[src/sv/mliq_pkg.sv]
// Package for the multimode logic input qualifier.
// Holds widths, register indexes, mode codes and the evaluation result type.
// No dependencies; the other files that use it refer to it by scoped names.
`default_nettype none

package mliq_pkg;

  // Sample width in bits (Q16.16 at 32); thresholds are fixed at 32 bits.
  localparam int SAMPLE_WIDTH = 32;
  localparam int THRESH_WIDTH = 32;
  localparam int CFG_WIDTH    = 32;
  localparam int CFG_IDX_W    = 2;

  // Compare width: room for the difference of two samples and a negated threshold.
  localparam int CMP_WIDTH =
    ((SAMPLE_WIDTH > THRESH_WIDTH) ? SAMPLE_WIDTH : THRESH_WIDTH) + 2;

  typedef logic [CFG_IDX_W-1:0] cfg_idx_t;

  localparam cfg_idx_t REG_MODE      = 2'd0;
  localparam cfg_idx_t REG_HIGH_THR  = 2'd1;
  localparam cfg_idx_t REG_LOW_THR   = 2'd2;
  localparam cfg_idx_t REG_INVERT    = 2'd3;

  typedef enum logic [2:0] {
    MODE_LEVEL         = 3'd0,
    MODE_RISE          = 3'd1,
    MODE_FALL          = 3'd2,
    MODE_BOTH          = 3'd3,
    MODE_SCHMITT       = 3'd4,
    MODE_SCHMITT_PULSE = 3'd5
  } mode_t;

  // Result of one evaluation: the qualified bit and the level to hold.
  typedef struct packed {
    logic result;
    logic held_next;
  } eval_t;

endpackage

`default_nettype wire

[src/sv/mliq_eval.sv]
// Combinational rule evaluation for one sample of the logic input qualifier.
// Compares the sample and its difference to the thresholds per mode.
// Depends on mliq_pkg.
`default_nettype none

module mliq_eval (
  input  wire logic                                   [2:0] mode,
  input  wire logic signed [mliq_pkg::SAMPLE_WIDTH-1:0]     sample,
  input  wire logic signed [mliq_pkg::SAMPLE_WIDTH-1:0]     previous_sample,
  input  wire logic signed [mliq_pkg::THRESH_WIDTH-1:0]     high_threshold,
  input  wire logic signed [mliq_pkg::THRESH_WIDTH-1:0]     low_threshold,
  input  wire logic                                         invert,
  input  wire logic                                         held_level,
  output mliq_pkg::eval_t                                   eval
);

  localparam int CW = mliq_pkg::CMP_WIDTH;
  localparam int SW = mliq_pkg::SAMPLE_WIDTH;
  localparam int TW = mliq_pkg::THRESH_WIDTH;

  logic signed [CW-1:0] s_ext;
  logic signed [CW-1:0] p_ext;
  logic signed [CW-1:0] h_ext;
  logic signed [CW-1:0] l_ext;
  logic signed [CW-1:0] h_neg;
  logic signed [CW-1:0] diff;
  logic signed [CW-1:0] diff_abs;
  logic                 ge_high;
  logic                 lt_low;
  logic                 r;
  logic                 held_next;

  // Widen everything so no difference or negation wraps.
  assign s_ext    = {{(CW-SW){sample[SW-1]}}, sample};
  assign p_ext    = {{(CW-SW){previous_sample[SW-1]}}, previous_sample};
  assign h_ext    = {{(CW-TW){high_threshold[TW-1]}}, high_threshold};
  assign l_ext    = {{(CW-TW){low_threshold[TW-1]}}, low_threshold};
  assign h_neg    = -h_ext;
  assign diff     = s_ext - p_ext;
  assign diff_abs = diff[CW-1] ? -diff : diff;
  assign ge_high  = (s_ext >= h_ext);
  assign lt_low   = (s_ext < l_ext);

  always_comb begin
    r         = 1'b0;
    held_next = 1'b0;
    case (mode)
      mliq_pkg::MODE_LEVEL: begin
        r         = ge_high;
        held_next = r;
      end
      mliq_pkg::MODE_RISE: begin
        r         = (diff >= h_ext);
        held_next = r;
      end
      mliq_pkg::MODE_FALL: begin
        r         = (diff <= h_neg);
        held_next = r;
      end
      mliq_pkg::MODE_BOTH: begin
        r         = (diff_abs >= h_ext);
        held_next = r;
      end
      mliq_pkg::MODE_SCHMITT: begin
        // High test wins when the thresholds are crossed.
        if (ge_high) begin
          r = 1'b1;
        end else if (lt_low) begin
          r = 1'b0;
        end else begin
          r = held_level;
        end
        held_next = r;
      end
      mliq_pkg::MODE_SCHMITT_PULSE: begin
        if (ge_high) begin
          r         = ~held_level;
          held_next = 1'b1;
        end else if (lt_low) begin
          held_next = 1'b0;
        end else begin
          held_next = held_level;
        end
      end
      default: begin
        r         = 1'b0;
        held_next = 1'b0;
      end
    endcase
  end

  assign eval.result    = r ^ invert;
  assign eval.held_next = held_next;

endmodule

`default_nettype wire

[src/sv/multimode_logic_input_qualifier_unit.sv]
// Top level of the multimode logic input qualifier (Schmitt trigger / edge detector).
// Input register, rule evaluation, result register and the config registers.
// Depends on mliq_pkg and mliq_eval.
`default_nettype none

//  channel | signals                          | beat
//  --------+----------------------------------+------------------------------------
//  in      | in_valid, in_ready, sample       | one signed sample
//  out     | out_valid, out_ready, logic_out  | one qualified logic bit per sample
//  cfg     | cfg_we, cfg_index, cfg_data      | one register write, no handshake
//
// One beat per clock in and out unless the output stalls: a sample goes from the
// input register through the compare logic into the result register, with a single
// evaluation between those two registers.
// Reset (rst, synchronous) empties both registers and clears the config registers,
// the previous sample and the held level.
// A stalled output holds its result; the input register keeps taking beats while
// either the input register or the result register has room.

module multimode_logic_input_qualifier_unit (
  input  wire logic                                         clk,
  input  wire logic                                         rst,
  // Configuration
  input  wire logic                                         cfg_we,
  input  wire logic [mliq_pkg::CFG_IDX_W-1:0]               cfg_index,
  input  wire logic [mliq_pkg::CFG_WIDTH-1:0]               cfg_data,
  // Sample in
  input  wire logic                                         in_valid,
  output logic                                              in_ready,
  input  wire logic signed [mliq_pkg::SAMPLE_WIDTH-1:0]     sample,
  // Result out
  output logic                                              out_valid,
  input  wire logic                                         out_ready,
  output logic                                              logic_out
);

  localparam int SW = mliq_pkg::SAMPLE_WIDTH;
  localparam int TW = mliq_pkg::THRESH_WIDTH;

  // Config registers
  logic        [2:0]    mode;
  logic signed [TW-1:0] high_threshold;
  logic signed [TW-1:0] low_threshold;
  logic                 invert;

  // Input register
  logic                 in_reg_valid;
  logic signed [SW-1:0] in_reg_sample;

  // State carried from item to item
  logic signed [SW-1:0] previous_sample;
  logic                 held_level;

  mliq_pkg::eval_t      eval;
  logic                 advance;
  logic                 retire;

  // Result register moves when it is empty or being taken.
  assign advance  = ~out_valid | out_ready;
  assign retire   = in_reg_valid & advance;
  assign in_ready = ~in_reg_valid | advance;

  // Register writes; indexes beyond the list do not exist at this port width.
  always_ff @(posedge clk) begin
    if (rst) begin
      mode           <= 3'(mliq_pkg::MODE_LEVEL);
      high_threshold <= '0;
      low_threshold  <= '0;
      invert         <= 1'b0;
    end else if (cfg_we) begin
      unique case (cfg_index)
        mliq_pkg::REG_MODE:     mode           <= cfg_data[2:0];
        mliq_pkg::REG_HIGH_THR: high_threshold <= signed'(cfg_data[TW-1:0]);
        mliq_pkg::REG_LOW_THR:  low_threshold  <= signed'(cfg_data[TW-1:0]);
        mliq_pkg::REG_INVERT:   invert         <= cfg_data[0];
        default: ;
      endcase
    end
  end

  // Capture a beat whenever the input register has room.
  always_ff @(posedge clk) begin
    if (rst) begin
      in_reg_valid <= 1'b0;
    end else if (in_ready) begin
      in_reg_valid <= in_valid;
    end
  end

  always_ff @(posedge clk) begin
    if (in_valid && in_ready) begin
      in_reg_sample <= sample;
    end
  end

  mliq_eval u_eval (
    .mode            (mode),
    .sample          (in_reg_sample),
    .previous_sample (previous_sample),
    .high_threshold  (high_threshold),
    .low_threshold   (low_threshold),
    .invert          (invert),
    .held_level      (held_level),
    .eval            (eval)
  );

  // Advance the state only when a sample moves into the result register.
  always_ff @(posedge clk) begin
    if (rst) begin
      previous_sample <= '0;
      held_level      <= 1'b0;
    end else if (retire) begin
      previous_sample <= in_reg_sample;
      held_level      <= eval.held_next;
    end
  end

  // Result register: fill on retire, drop when taken.
  always_ff @(posedge clk) begin
    if (rst) begin
      out_valid <= 1'b0;
    end else if (advance) begin
      out_valid <= in_reg_valid;
    end
  end

  always_ff @(posedge clk) begin
    if (retire) begin
      logic_out <= eval.result;
    end
  end

endmodule

`default_nettype wire

[config.mk]
export PLATFORM = sky130hd
export DESIGN_NAME = multimode_logic_input_qualifier_unit
export DESIGN_NICKNAME = d
export VERILOG_FILES = /design/src/sv/mliq_pkg.sv /design/src/sv/mliq_eval.sv /design/src/sv/multimode_logic_input_qualifier_unit.sv
export SDC_FILE = /design/constraint.sdc
export NUM_CORES = 1
export LEC_CHECK = 0
export ABC_AREA = 1
export BUFFER_PORTS_ARGS = -buffer_cell sky130_fd_sc_hd__buf_2
export CAP_MARGIN = 15
export CORE_MARGIN = 2
export CORE_UTILIZATION = 57
export CTS_CLUSTER_SIZE = 30
export DETAILED_ROUTE_END_ITERATION = 16
export PLACE_DENSITY = 0.9
export SLEW_MARGIN = 20
export SYNTH_ARGS = -nofsm -noshare
export SYNTH_HDL_FRONTEND = slang
export SYNTH_SLANG_ARGS = --single-unit
[constraint.sdc]
create_clock -name clk -period 4.5 [get_ports clk]
set_clock_uncertainty 0.15 [all_clocks]
set_input_delay 0.9 -clock clk [delete_from_list [all_inputs] [get_ports clk]]
set_output_delay 0.9 -clock clk [all_outputs]
set_load 0.01 [all_outputs]
==> flow_summary.yaml <==
clock_network:
  post_cts_hold_buffer_count: 0
  cts.sink_count: 136
  cts_tree: "yes"
  clk_transition_reported_paths_ns: 0.07
  worstSkewPairLatency_ns: 0.44
  cts-htree-levels: 4
  cts_max_path_buffers: 2
  cts_made_buffers: 17
  root_buffer: "sky130_fd_sc_hd__clkbuf_16"
drt:
  detailedRoute.firstIterationViolations: 1122
  drtAntennaViolNets: 0
  routed_wire_length_per_instance_um: 17.2
  route.detailed.vias_per_inst: 5.62
  routed_wl_um: 44000
  pre_antenna_drt_iters: 5
  route.vias.total: 14400
  remaining_drc_errors: 0
timing:
  setup_tns_ns: -0.209
  finalSetupViolations: 2
  finalWorstPathRequiredPeriod_ns: 4.65
  tightest_slew_ns: 0.929
  max_clock_freq_mhz: 215
  grt_setup_unrepaired: "yes"
  slew_headroom: 0.380
  fin_crit_sh: 1.03
  slew_violations: 0
  final-hold-violation-count: 0
  timing.hold.ws_ns: 0.322
  finalWorstSetupSlack_ns: -0.150
run:
  max-cap-violations: 0
outcome:
  failing_checks: "negative setup slack"
  run_status: "complete, but fails checks"
critical_path:
  critical_path.most_common_cell: "sky130_fd_sc_hd__nand2_1"
  endpoint_kind: "flop"
  crit_path_start_kind: "flop"
  rr_endpoint: "logic_out"
  critical_path.reg2reg.startpoint: "in_reg_sample[1]"
  critical_path_required_ns: 4.54
  reg2regPathDepth: 33
  worst-path-max-fanout: 4
  cp_slowest_cell: "sky130_fd_sc_hd__edfxtp_1"
  setup.worst_path.class: "reg -> reg"
  slack_of_the_worst_reg_to_reg_path_ns: -0.15
  timing.critical_path.buf_inv: 6
  timing.critical_path.max_delay_family: "simple AND/OR/NAND/NOR gates"
  timing.critical_path.slowest_cell_delay_ns: 0.43
  timing.critical_path.arrival_ns: 4.69
synth:
  synth_edf_count: 33
  postSynthRegisterBits: 136
  synth.yosys.seq_area_share: 0.230
  mappedNetlistNets: 2273
  ys.warnings.count: 0
  synth_top_cells_by_area: "sky130_fd_sc_hd__ha_1 18%, sky130_fd_sc_hd__dfxtp_1 16%, sky130_fd_sc_hd__nand2_1 15%"
  asyncSetResetFlopFracSynth: 0
  synth_top_flop_cell: "sky130_fd_sc_hd__dfxtp_1"
  netlist_instances: 2005
  synth_commonest_cells: "519 x sky130_fd_sc_hd__nand2_1, 328 x sky130_fd_sc_hd__inv_1, 251 x sky130_fd_sc_hd__nor2_1"
  post-synth-top-count-cell: "sky130_fd_sc_hd__nand2_1"
  synthesis.area_per_instance_um2: 6.62
  yosysTopAreaCell: "sky130_fd_sc_hd__ha_1"
  ys_types: 42
  synth_top_cell_area_share: 0.185
  netlist_area_um2: 13300
global_routing:
  grt.total_usage: 0.350
  grt_max_degree: 104
  grt.overflow.total: 0
  number_of_global_route_vias_before_repair: 13500
  antenna_found_initial: 0
  grt_first_pass_wirelength_um: 67200
floorplan:
  ioPinCount: 74
  dieArea_um2: 24500
  core_um2: 22800
  initial_standard_cell_utilization_of_the_core: 0.583
  die_height_um: 157
  placement_rows: 55
  die_width_um: 157
place:
  place_area_um2: 15100
  io_buffer_count: 73
  gp_congestion: 1.02
  detailed_place_hpwl_um: 33800
cells_and_area:
  final_layout_size_suffix_gt1_frac: 0.214
  antenna-diode-count: 0
  seqCellArea_um2: 3050
  layout.nets: 2505
  fill_cells: 1770
  stdcell_area_um2: 16700
  multi_input_area_um2: 9600
  area_delta_synth_final_pct: 25.8
power_and_ir_drop:
  intPower_uw: 3360
  sw_frac_of_total: 0.425
  power_density_nw_per_um2: 350
  worst_ir_drop_on_vdd_mv: 0.200
  combinationalPowerShare: 0.499
  clock_power_share: 0.265
  total_leakage_power_uw: 0.00832
  total_switching_power_uw: 2480
  power.sequential.fraction: 0.235
min_path:
  timing.hold.worst.start: "low_threshold[3]"
  timing.hold.worst_endpoint: "low_threshold[3]"
  hold_class: "reg -> reg"
  hold_path_depth: 2
==> power groups by stage <==
| stage | clock (µW) | combinational (µW) | sequential [µW] |
|---|---|---|---|
| after CTS | 1550 | 2580 | 1370 |
| after detailed placement | 0 | 2510 | 1390 |
| after global routing | 1600 | 3220 | 1380 |
| final | 1550 | 2920 | 1370 |
| after floorplan | 0 | 1640 | 1390 |
| after global placement | 0 | 2430 | 1390 |
==> state kept, by name (all words and copies together) (netlist names) <==
signal and flops:
logic_out 1, out_valid 1, high_threshold 32, invert 1
low_threshold 32, in_reg_valid 1, previous_sample 32, held_level 1
mode 3, in_reg_sample 32
==> what timing repair did <==
action                                  in CTS  in global routing
buffers inserted                             0                 16
endpoints found under the setup margin       2                  2
pin swaps                                    1                 63
gates resized for setup                     34                141
hold endpoints to repair                     0                  0
cloned                                       0                  2
==> placed cells by master, fill, tap and decap left out, types with 49 or more instances in the layout <==
cell / synthesis / final
sky130_fd_sc_hd__nand2_1: 519 / 481
sky130_fd_sc_hd__inv_1: 328 / 323
sky130_fd_sc_hd__xor2_1: 52 / 49
sky130_fd_sc_hd__buf_4: 2 / 168
sky130_fd_sc_hd__a211oi_1: 100 / 100
sky130_fd_sc_hd__buf_2: 1 / 72
sky130_fd_sc_hd__nand3_1: 80 / 69
sky130_fd_sc_hd__ha_1: 196 / 171
sky130_fd_sc_hd__dfxtp_1: 103 / 103
sky130_fd_sc_hd__nor2_1: 251 / 216
sky130_fd_sc_hd__a21oi_1: 98 / 88
==> through the flow <==
stage	cells	power [µW]	worst slack, ns	utilization
floorplan	2005	3030	0.321	-
global placement	2513	3820	-0.106	0.662
detailed placement	2513	3910	-0.181	0.662
finish	2563	5840	-0.150	0.733
global route	2563	6190	-0.406	0.733
CTS	2545	5500	0.00216	0.696
==> layer usage <==
metal	GRT usage	vias to the layer above	part of all wire
li1	-	6995	-
met1	0.440	6651	0.41
met2	0.596	610	0.47
met3	0.0526	151	0.076
met4	0.151	0	0.044
met5	0	-	0
==> worst max path at each step <==
stage | startpoint | end | slack (ns) | cells after the start
4_1_cts | in_reg_sample[2] | logic_out | 0.002 | 36
3_5_place_dp | in_reg_sample[0] | logic_out | -0.18 | 36
6_report | in_reg_sample[1] | logic_out | -0.15 | 33
5_1_grt | in_reg_sample[0] | logic_out | -0.41 | 35
2_1_floorplan | in_reg_sample[0] | logic_out | 0.32 | 32
3_3_place_gp | in_reg_sample[0] | logic_out | -0.11 | 35
==> worst register-to-register path, delay by kind of cell, from the launching register on <==
kind            cells  cell delay (ns)
compound gates      1             0.13
xor+xnor            2             0.32
fa+ha+maj           2             0.55
buf+inv             6             0.74
flops               1             0.43
simple gates       22             2.10
==> logic make-up after synthesis <==
family,synth area share
xor+xnor,0.0429
fa+ha+maj,0.186
simple gates,0.316
buf+inv,0.107
compound gates,0.118
other cells,0.000283
flops,0.230
==> final cells by class <==
cell class | count | share of cell area
clock buffer | 17 | 0.0255
multi-input combinational | 1496 | 0.575
timing repair inverter | 1 | 0.000375
tap | 313 | 0.0235
inverter | 337 | 0.0761
sequential | 136 | 0.183
timing repair buffer | 248 | 0.105
clock inverter | 15 | 0.0121
(Power assumes the default switching activity.)
